### config.mk
export PLATFORM = sky130hd
export DESIGN_NAME = yuv420_block_to_rgb24_top
export DESIGN_NICKNAME = d
export VERILOG_FILES = /design/src/hdl/yrgb_pkg.sv /design/src/hdl/yuv420_block_to_rgb24_top.sv
export SDC_FILE = /design/constraint.sdc
export NUM_CORES = 1
export LEC_CHECK = 0
export BUFFER_PORTS_ARGS = -buffer_cell sky130_fd_sc_hd__buf_2
export CORE_MARGIN = 2
export CORE_UTILIZATION = 55
export CTS_CLUSTER_DIAMETER = 60
export DETAILED_ROUTE_END_ITERATION = 8
export GPL_ROUTABILITY_DRIVEN = 0
export PLACE_DENSITY = 0.73
export SYNTH_ARGS = -nofsm -noshare
export SYNTH_HDL_FRONTEND = slang
export SYNTH_SLANG_ARGS = --single-unit
### constraint.sdc
create_clock -name i_clk -period 14.5 [get_ports i_clk]
set_input_delay 0 -clock i_clk [delete_from_list [all_inputs] [get_ports i_clk]]
set_output_delay 0 -clock i_clk [all_outputs]
set_load 0.01 [all_outputs]
### src/hdl/yrgb_pkg.sv
`timescale 1ns / 1ps

package yrgb_pkg;

    // Fixed-point format of the channel sums
    localparam int FRAC_BITS = 16;
    localparam int SUM_W     = 27;

    localparam logic signed [SUM_W-1:0] COEF_LUMA    = 27'sd76309;
    localparam logic signed [SUM_W-1:0] COEF_RED_V   = 27'sd104597;
    localparam logic signed [SUM_W-1:0] COEF_BLUE_U  = 27'sd132201;
    localparam logic signed [SUM_W-1:0] COEF_GREEN_U = 27'sd25675;
    localparam logic signed [SUM_W-1:0] COEF_GREEN_V = 27'sd53279;
    localparam logic signed [SUM_W-1:0] LUMA_OFFSET   = 27'sd16;
    localparam logic signed [SUM_W-1:0] CHROMA_OFFSET = 27'sd128;

    // Pixel order inside a block
    localparam logic [1:0] PIX_TOP_LEFT     = 2'd0;
    localparam logic [1:0] PIX_BOTTOM_LEFT  = 2'd1;
    localparam logic [1:0] PIX_TOP_RIGHT    = 2'd2;
    localparam logic [1:0] PIX_BOTTOM_RIGHT = 2'd3;

    typedef struct packed {
        logic [7:0] luma_top_left;
        logic [7:0] luma_top_right;
        logic [7:0] luma_bottom_left;
        logic [7:0] luma_bottom_right;
        logic [7:0] chroma_blue;
        logic [7:0] chroma_red;
    } t_in_word;

    typedef struct packed {
        logic [7:0] red;
        logic [7:0] green;
        logic [7:0] blue;
        logic       lower_row;
        logic       right_column;
        logic       last_of_block;
    } t_out_word;

    typedef struct packed {
        logic lower_row;
        logic right_column;
        logic last_of_block;
    } t_pix_tag;

    // Floor shift by FRAC_BITS, then clamp to 0..255
    function automatic logic [7:0] sat_channel(input logic signed [SUM_W-1:0] sum);
        logic [7:0] res;
        if (sum[SUM_W-1]) begin
            res = 8'd0;
        end else if (|sum[SUM_W-2:FRAC_BITS+8]) begin
            res = 8'hFF;
        end else begin
            res = sum[FRAC_BITS+7:FRAC_BITS];
        end
        return res;
    endfunction

endpackage

### src/hdl/yuv420_block_to_rgb24_top.sv
`timescale 1ns / 1ps

// YUV 4:2:0 block to RGB24 converter, BT.601 coefficients, 16-bit fraction.
//
// Input channel (i_valid / o_ready / i_data): one word per 2x2 block, four
// luma bytes plus the shared u (chroma_blue) and v (chroma_red) bytes.
// Output channel (o_valid / i_ready / o_data): four words per block, one
// pixel each, in the order top-left, bottom-left, top-right, bottom-right,
// tagged with row, column and a last-of-block flag.
//
// Throughput: set by the single-pixel output channel; the block register
// emits one pixel per cycle into the pipe while stage 1 can load.
// Path: a pixel passes the issue, multiply, sum and clamp registers in
// that order before it is shown.
// A new block is accepted in the same cycle as the last pixel of the
// current one is issued, so blocks follow without gaps.
//
// Reset (synchronous, active low) empties the block register and all
// pipeline stages; no word is pending afterwards.
// When the receiver holds i_ready low, the output word is held and the
// stall ripples back stage by stage; nothing is lost or repeated.
module yuv420_block_to_rgb24_top
    import yrgb_pkg::*;
(
    input  logic      i_clk,
    input  logic      i_rst_n,
    input  logic      i_valid,
    output logic      o_ready,
    input  t_in_word  i_data,
    output logic      o_valid,
    input  logic      i_ready,
    output t_out_word o_data
);

    // block register
    logic       r_blk_valid;
    t_in_word   r_blk;
    logic [1:0] r_idx;

    // stage 1: products
    logic                    r_s1_valid;
    t_pix_tag                r_s1_tag;
    logic signed [SUM_W-1:0] r_s1_luma;
    logic signed [SUM_W-1:0] r_s1_red;
    logic signed [SUM_W-1:0] r_s1_gu;
    logic signed [SUM_W-1:0] r_s1_gv;
    logic signed [SUM_W-1:0] r_s1_blue;

    // stage 2: channel sums
    logic                    r_s2_valid;
    t_pix_tag                r_s2_tag;
    logic signed [SUM_W-1:0] r_s2_red;
    logic signed [SUM_W-1:0] r_s2_green;
    logic signed [SUM_W-1:0] r_s2_blue;

    // stage 3: output register
    logic      r_out_valid;
    t_out_word r_out;

    logic s1_ready, s2_ready, s3_ready;
    logic issue, in_acc;

    logic [7:0]              n_luma;
    logic signed [SUM_W-1:0] n_luma_d, n_u_d, n_v_d;
    t_pix_tag                n_tag;

    // each stage loads when empty or when its contents move on
    assign s3_ready = !r_out_valid || i_ready;
    assign s2_ready = !r_s2_valid || s3_ready;
    assign s1_ready = !r_s1_valid || s2_ready;

    assign issue   = r_blk_valid && s1_ready;
    assign o_ready = !r_blk_valid || (issue && (r_idx == PIX_BOTTOM_RIGHT));
    assign in_acc  = i_valid && o_ready;

    always_comb begin
        case (r_idx)
            PIX_TOP_LEFT:     n_luma = r_blk.luma_top_left;
            PIX_BOTTOM_LEFT:  n_luma = r_blk.luma_bottom_left;
            PIX_TOP_RIGHT:    n_luma = r_blk.luma_top_right;
            PIX_BOTTOM_RIGHT: n_luma = r_blk.luma_bottom_right;
            default:          n_luma = r_blk.luma_top_left;
        endcase
        n_tag.lower_row     = r_idx[0];
        n_tag.right_column  = r_idx[1];
        n_tag.last_of_block = (r_idx == PIX_BOTTOM_RIGHT);
    end

    assign n_luma_d = $signed({{(SUM_W-8){1'b0}}, n_luma}) - LUMA_OFFSET;
    assign n_u_d    = $signed({{(SUM_W-8){1'b0}}, r_blk.chroma_blue}) - CHROMA_OFFSET;
    assign n_v_d    = $signed({{(SUM_W-8){1'b0}}, r_blk.chroma_red}) - CHROMA_OFFSET;

    // control
    always_ff @(posedge i_clk) begin
        if (!i_rst_n) begin
            r_blk_valid <= 1'b0;
            r_idx       <= PIX_TOP_LEFT;
            r_s1_valid  <= 1'b0;
            r_s2_valid  <= 1'b0;
            r_out_valid <= 1'b0;
        end else begin
            if (in_acc) begin
                r_blk_valid <= 1'b1;
            end else if (issue && (r_idx == PIX_BOTTOM_RIGHT)) begin
                r_blk_valid <= 1'b0;
            end
            if (issue) begin
                r_idx <= r_idx + 2'd1;
            end
            if (s1_ready) begin
                r_s1_valid <= issue;
            end
            if (s2_ready) begin
                r_s2_valid <= r_s1_valid;
            end
            if (s3_ready) begin
                r_out_valid <= r_s2_valid;
            end
        end
    end

    // datapath
    always_ff @(posedge i_clk) begin
        if (in_acc) begin
            r_blk <= i_data;
        end
        if (issue) begin
            r_s1_tag  <= n_tag;
            r_s1_luma <= n_luma_d * COEF_LUMA;
            r_s1_red  <= n_v_d * COEF_RED_V;
            r_s1_gu   <= n_u_d * COEF_GREEN_U;
            r_s1_gv   <= n_v_d * COEF_GREEN_V;
            r_s1_blue <= n_u_d * COEF_BLUE_U;
        end
        if (s2_ready && r_s1_valid) begin
            r_s2_tag   <= r_s1_tag;
            r_s2_red   <= r_s1_luma + r_s1_red;
            r_s2_green <= r_s1_luma - r_s1_gu - r_s1_gv;
            r_s2_blue  <= r_s1_luma + r_s1_blue;
        end
        if (s3_ready && r_s2_valid) begin
            r_out.red           <= sat_channel(r_s2_red);
            r_out.green         <= sat_channel(r_s2_green);
            r_out.blue          <= sat_channel(r_s2_blue);
            r_out.lower_row     <= r_s2_tag.lower_row;
            r_out.right_column  <= r_s2_tag.right_column;
            r_out.last_of_block <= r_s2_tag.last_of_block;
        end
    end

    assign o_valid = r_out_valid;
    assign o_data  = r_out;

endmodule

==> run summary, run 1 <==
Status: completed
Hold Fails Final Rpt: 0
Minimum clock period: 6.97 ns
Area grow syn2layout: 12.5%
Hold Crit Class: input port to flip-flop
Setup_tns: 0 ns
Top FF cell, synth: edfxtp_1
Clk Latency, worst-skew pair: 0.55 ns
Filler cells: 3009
Synth Cell Area: 0.0216 mm²
Root Driver: clkbuf_16
Via density: 5.54
RSZ-0062 raised after global routing: false
Yosys top cell by area: edfxtp_1
#FFs+latches synth: 250
Share of the synthesized area in the top cell type: 33.8%
Synthesized Nets: 2552
Cells after Synth: 1916
Hold_ws: 0.159 ns
First-pass GRT wire length: 74600 µm
Tcrit/Tclk final: 48.1%
Actual slew at the worst max-slew pin: 1.06 ns
Critical path type: flip-flop to flip-flop
Core area: 0.0387 mm²
First-pass DRT Iterations: 5
Maxcap violations: 0
Cell area after layout: 0.0244 mm²
Top cells by area, synth: edfxtp_1 34%, ha_1 27%, fa_1 12%, inv_1 5.3%, xnor2_1 3.5%
Gr ovfl total: 0
Static leakage: 11.6 nW
Setup-failing EPs final: 0
Dpl cell area: 0.0227 mm²
# diodes: 0
GRT Total Usage: 23.2%
Mean Syn Cell Area: 11.3 µm²
Starting DRT DRC Count: 765
Initial Util: 55.9%
CP cell instances: inv_1 > ha_1 > a222oi_1 > nand2_1 > nor3_1 > a21oi_1 > or2_1 > inv_1 > ha_1 > inv_1 > fa_1 > fa_1 > fa_1 > inv_1 > ha_1 > ha_1 > and2_1 > a31oi_1 > o2111ai_1 > a31oi_1 > o21ai_0 > a2111oi_2
Largest net degree at the start of global routing: 84
Setup ws final: 7.53 ns
EDFF count, synth: 244
Critical path peak fanout: 8
Post-route ant nets: 0
Maximum clock insertion buffer count: 3
Clk slew on worst S/H paths: 0.06 ns
Share of async-settable or async-resettable flops after synthesis: 0%
Initial antenna violation count: 1
Final wirelength: 45900 µm
Final Slew Violations: 0
Nets: 2712
Hpwl dp: 36100 µm
Die Height: 202 µm
Drt drc: 0
Vias in the first global route: 14900
Critical Path End Type: flip-flop
Post-synth cell types: 64
Commonest cells post-synth: 459 x ha_1, 307 x inv_1, 244 x edfxtp_1
YS warnings: 0
Power Density: 205 mW/mm²
Site Rows: 72
Clk_skew: 0.0228 ns
CTS tree: done
IO Port Bufs: 80
Crit-path slowest cell: a222oi_1
CTS buffer count: 34
Pre-CTS WS: 7.70 ns
Crit-path max cell delay: 0.58 ns
Max Freq: 0.144 GHz
Relative max-transition margin: 29.1%
Num ports: 81
CP startpoint kind: flip-flop
Max VDD drop: 0.102 mV
CTS sink cnt: 250
Worst EP required: 14.86 ns
H-tree Lvls: 2
Quantity of gates resized following cts: 0
CP arrival: 7.32 ns
WL/cell: 17.5 µm
Die width: 202 µm
Most common cell in the netlist: ha_1
Share of cells above drive strength 1: 8.09%
Sequential-to-total area share from yosys stat: 34.4%
Die ar.: 0.0410 mm²
Via count: 14500
-- area by class of cell --
class	instances	area [µm²]	area share, %
inverters	307	1150	4.74
multi-input cells	1345	13000	53.4
flip-flops and latches	250	7450	30.6
clock inverters	23	248	1.02
well taps	518	648	2.66
clock buffers	38	876	3.60
repair buffers	138	968	3.98
-- routing by layer --
metal  vias to the layer above  GRT usage [%]  share of wire, %
met5                         -              0                 0
met4                         0           8.79               3.5
met3                        93           4.01               5.5
met2                       369           38.9                48
met1                      6963           30.1                43
li1                       7097              -                 -
-- worst paths after layout --
path	startpoint	end	slack, ns	cells past startpoint
worst max-delay path	r_idx[1]$_SDFFE_PN0P_	r_s1_luma[26]$_DFFE_PP_	7.53	22
worst min-delay path	i_data[31]	r_blk[31]$_DFFE_PP_	0.16	2
worst max register to register	r_idx[1]$_SDFFE_PN0P_	r_s1_luma[26]$_DFFE_PP_	7.53	22
worst min register to register	r_s1_tag[2]$_DFFE_PP_	r_s2_tag[2]$_DFFE_PP_	0.42	0
-- worst max-delay path, delay by kind of cell (launching register included) --
family / cells / cell delay [ns]
buffers and inverters: 4 / 0.59
AOI/OAI and AO/OA: 7 / 2.07
DFF: 1 / 0.40
and+or+nand+nor: 4 / 0.87
adders and majority gates: 7 / 2.82
-- sequential cells by signal (all words and copies together), names as in the netlist --
signal	count
o_valid	1
r_s2_red	11
r_s1_blue	26
r_s2_blue	11
r_s1_valid	1
r_s2_valid	1
r_s2_tag	3
r_s1_red	27
r_s2_green	11
r_blk_valid	1
r_s1_gu	25
o_data	27
r_s1_tag	3
r_blk	48
r_s1_luma	27
r_s1_gv	25
r_idx	2
-- cell usage in the layout, fill, tap and decap left out, drive strengths merged, types with 6 or more instances in the layout --
cell type,n
nand3,25
nor3,32
clkinv,10
dfxtp,6
o21ai,49
a21o,40
and2,10
clkbuf,38
inv,313
or2,11
nor2b,13
a2111oi,7
nand2b,14
nor2,119
and3,9
nand2,59
xnor2,86
o31ai,6
a31oi,13
nand4,13
ha,459
dlygate4sd3,53
o211ai,12
buf,85
xor2,28
a211oi,12
a21oi,95
edfxtp,244
o21a,12
fa,125
o21bai,20
-- per-stage QoR --
step	std cells	total power (W)	utilization [%]
floorplan	1916	0.00341	-
global placement	2505	0.00402	58.6
detailed placement	2505	0.00412	58.6
CTS	2619	0.00501	62.9
global route	2619	0.00545	62.9
finish	2619	0.00499	62.9
-- cell families (layout without fill, tap and decap cells) --
group | count (synthesis) | after routing | synth area share [%]
muxes | 3 | 3 | 0.145
DFF | 250 | 250 | 34.4
xor gates and xnor gates | 114 | 114 | 4.61
AOI/OAI and AO/OA | 325 | 325 | 10.3
and+or+nand+nor | 319 | 319 | 6.90
buffers and inverters | 321 | 506 | 5.57
adders and majority gates | 584 | 584 | 38.1
-- repair_timing --
item | 4_1_cts | 5_1_grt
hold endpoints to repair | 54 | 0
hold buffers | 53 | 0
setup buffers | 0 | 0
-- report_power, final --
group | internal [W] | leakage (nW) | switching, W
clock | 0.000498 | 0.540 | 0.000331
sequential | 0.00114 | 2.35 | 0.000129
combinational | 0.00125 | 8.75 | 0.00164
total | 0.00289 | 11.6 | 0.00210
No activity file was read; power rests on OpenSTA's default activity.
==> inputs of run 2 (changes only) <==
PLACE_DENSITY = 0.76   (was 0.73)
clock period = 6.3 ns   (was 14.5 ns; I/O delays follow)
==> run 2 against run 1 <==
Clock power rose by 110%. Register-to-register slack got worse by 7.3 ns. Worst setup slack got worse by 7.3 ns. Critical path depth rose by 2. Total power rose by 130%. Largest cell class unchanged.
==> run summary, run 2 (synthesis results as in run 1) <==
Status: completed
H-tree Lvls: 1
Post-route ant nets: 0
Reg with most FFs: r_blk
Most frequent cells in the layout: 455 x ha_1, 306 x inv_1, 244 x edfxtp_1, 125 x fa_1, 119 x nor2_1
Actual slew at the worst max-slew pin: 1.04 ns
Worst reg2reg endpoint: r_s1_luma[26]$_DFFE_PP_
Hpwl dp: 36400 µm
Pre-CTS WS: -0.0587 ns
Worst flop-to-flop path startpoint: r_idx[1]$_SDFFE_PN0P_
# diodes: 0
Die ar.: 0.0410 mm²
Initial antenna violation count: 0
Num ports: 81
Cell repeated most along the worst path: inv_1
GRT Total Usage: 23.2%
Setup-failing EPs final: 0
First-pass GRT wire length: 75100 µm
R2r worst-path depth: 24
Via density: 5.60
Site Rows: 72
First-pass DRT Iterations: 5
Root Driver: clkbuf_16
Vias in the first global route: 15100
CP arrival: 6.44 ns
Clk slew on worst S/H paths: 0.06 ns
Final Slew Violations: 0
Share of cells above drive strength 1: 9.13%
Static leakage: 11.7 nW
Final wirelength: 46000 µm
Minimum clock period: 6.03 ns
Maxcap violations: 0
Starting DRT DRC Count: 911
CTS sink cnt: 250
WL/cell: 17.5 µm
Crit-path max cell delay: 0.55 ns
Die width: 202 µm
Tcrit/Tclk final: 95.7%
CP startpoint: r_idx[1]$_SDFFE_PN0P_
Maximum clock insertion buffer count: 3
Nets: 2726
CP startpoint kind: flip-flop
Min-Delay Endpoint: r_blk[30]$_DFFE_PP_
Clk_skew: 0.0334 ns
Crit-path slowest cell: fa_1
IO Port Bufs: 80
Setup ws final: 0.272 ns
Initial Util: 55.9%
Critical path peak fanout: 8
R2R Setup Slk: 0.27 ns
Hold Path Cell Cnt: 2
Core area: 0.0387 mm²
Hold path start: i_data[30]
Via count: 14700
Hold Fails Final Rpt: 0
Critical Path End Type: flip-flop
Max VDD drop: 0.348 mV
CTS buffer count: 31
Pwr Total: 0.0114 W
Largest register FFs: 48
Max Freq: 0.166 GHz
Drt drc: 0
Relative max-transition margin: 30.4%
Gr ovfl total: 0
CP cell instances: inv_1 > ha_2 > a222oi_1 > buf_4 > nand2_1 > nor3_1 > a21oi_1 > or2_1 > inv_1 > buf_4 > ha_1 > inv_1 > fa_1 > fa_1 > fa_1 > inv_1 > ha_1 > ha_2 > and2_1 > a31oi_2 > o2111ai_1 > a31oi_2 > o21ai_1 > a2111oi_2
CTS tree: done
Die Height: 202 µm
Hold Crit Class: input port to flip-flop
Largest net degree at the start of global routing: 83
Clk Latency, worst-skew pair: 0.60 ns
Critical path type: flip-flop to flip-flop
Power Density: 467 mW/mm²
Commonest non-fill, non-tap cell in the layout: ha_1
Worst EP required: 6.71 ns
Area grow syn2layout: 12.7%
-- run 2: changes by cell type in the layout (fill, tap and decap cells not counted), moves of 3 or more --
| cell | before | now |
|---|---|---|
| a21oi_1 | 94 | 91 |
| ha_2 | 0 | 4 |
| inv_6 | 5 | 2 |
| clkbuf_16 | 34 | 31 |
| ha_1 | 459 | 455 |
| buf_4 | 5 | 22 |
| a21oi_2 | 1 | 4 |
-- run 2: area by class of cell --
type,count,area [µm²]
Timing Repair Buffer,155,1100
Tap cell,518,648
Sequential cell,250,7450
Clock buffer,35,791
Inverter,307,1150
Clock inverter,22,208
Fill cell,2932,14300
Multi-Input combinational cell,1345,13100
-- run 2: worst max path at each step --
stage / end / slack, ns / cells past startpoint
2_1_floorplan: r_s1_luma[26]$_DFFE_PP_ / 0.24 / 23
3_3_place_gp: r_s1_luma[26]$_DFFE_PP_ / 0.17 / 21
3_5_place_dp: r_s1_luma[26]$_DFFE_PP_ / -0.06 / 21
4_1_cts: r_s1_luma[26]$_DFFE_PP_ / 0.0004 / 21
5_1_grt: r_s1_luma[26]$_DFFE_PP_ / -0.14 / 24
6_report: r_s1_luma[26]$_DFFE_PP_ / 0.27 / 24
-- run 2: per-layer routing --
layer  routed length [µm]  share of wire [%]  global-route usage, %
met5                    0                  0                      0
met2                21700                 47                   38.2
met4                 2170                4.7                   10.7
met3                 2850                6.2                   4.66
met1                19300                 42                   29.4
-- run 2: critical path, delay by kind of cell, from the launching register on --
kind / cells / cell delay, ns
AOI/OAI and AO/OA: 7 / 1.56
adders and majority gates: 7 / 2.56
buffers and inverters: 6 / 0.65
DFF: 1 / 0.36
and+or+nand+nor: 4 / 0.71
-- run 2: power breakdown --
part / internal (W) / switching, W / total [W]
combinational: 0.00293 / 0.00382 / 0.00674
sequential: 0.00262 / 0.000298 / 0.00292
clock: 0.000997 / 0.000737 / 0.00173
-- run 2: through the flow --
stage | hold WS [ns] | instances | TNS (ns) | instance area (µm²) | utilization [%]
2_1_floorplan | 0.0989 | 1916 | 0 | 21600 | -
3_3_place_gp | 0.176 | 2518 | 0 | 22800 | 58.9
3_5_place_dp | 0.178 | 2518 | -0.0587 | 22800 | 58.9
4_1_cts | 0.0868 | 2629 | 0 | 24300 | 62.8
5_1_grt | 0.108 | 2632 | -0.159 | 24400 | 63.0
6_report | 0.109 | 2632 | 0 | 24400 | 63.0
-- run 2: repair_timing --
| action | in CTS | in global routing |
|---|---|---|
| setup endpoints to repair | 1 | 7 |
| setup buffers | 1 | 3 |
| hold buffers | 53 | 0 |
| gates resized for setup | 0 | 13 |
| pin swaps | 1 | 4 |
| endpoints found under the hold margin | 54 | 0 |
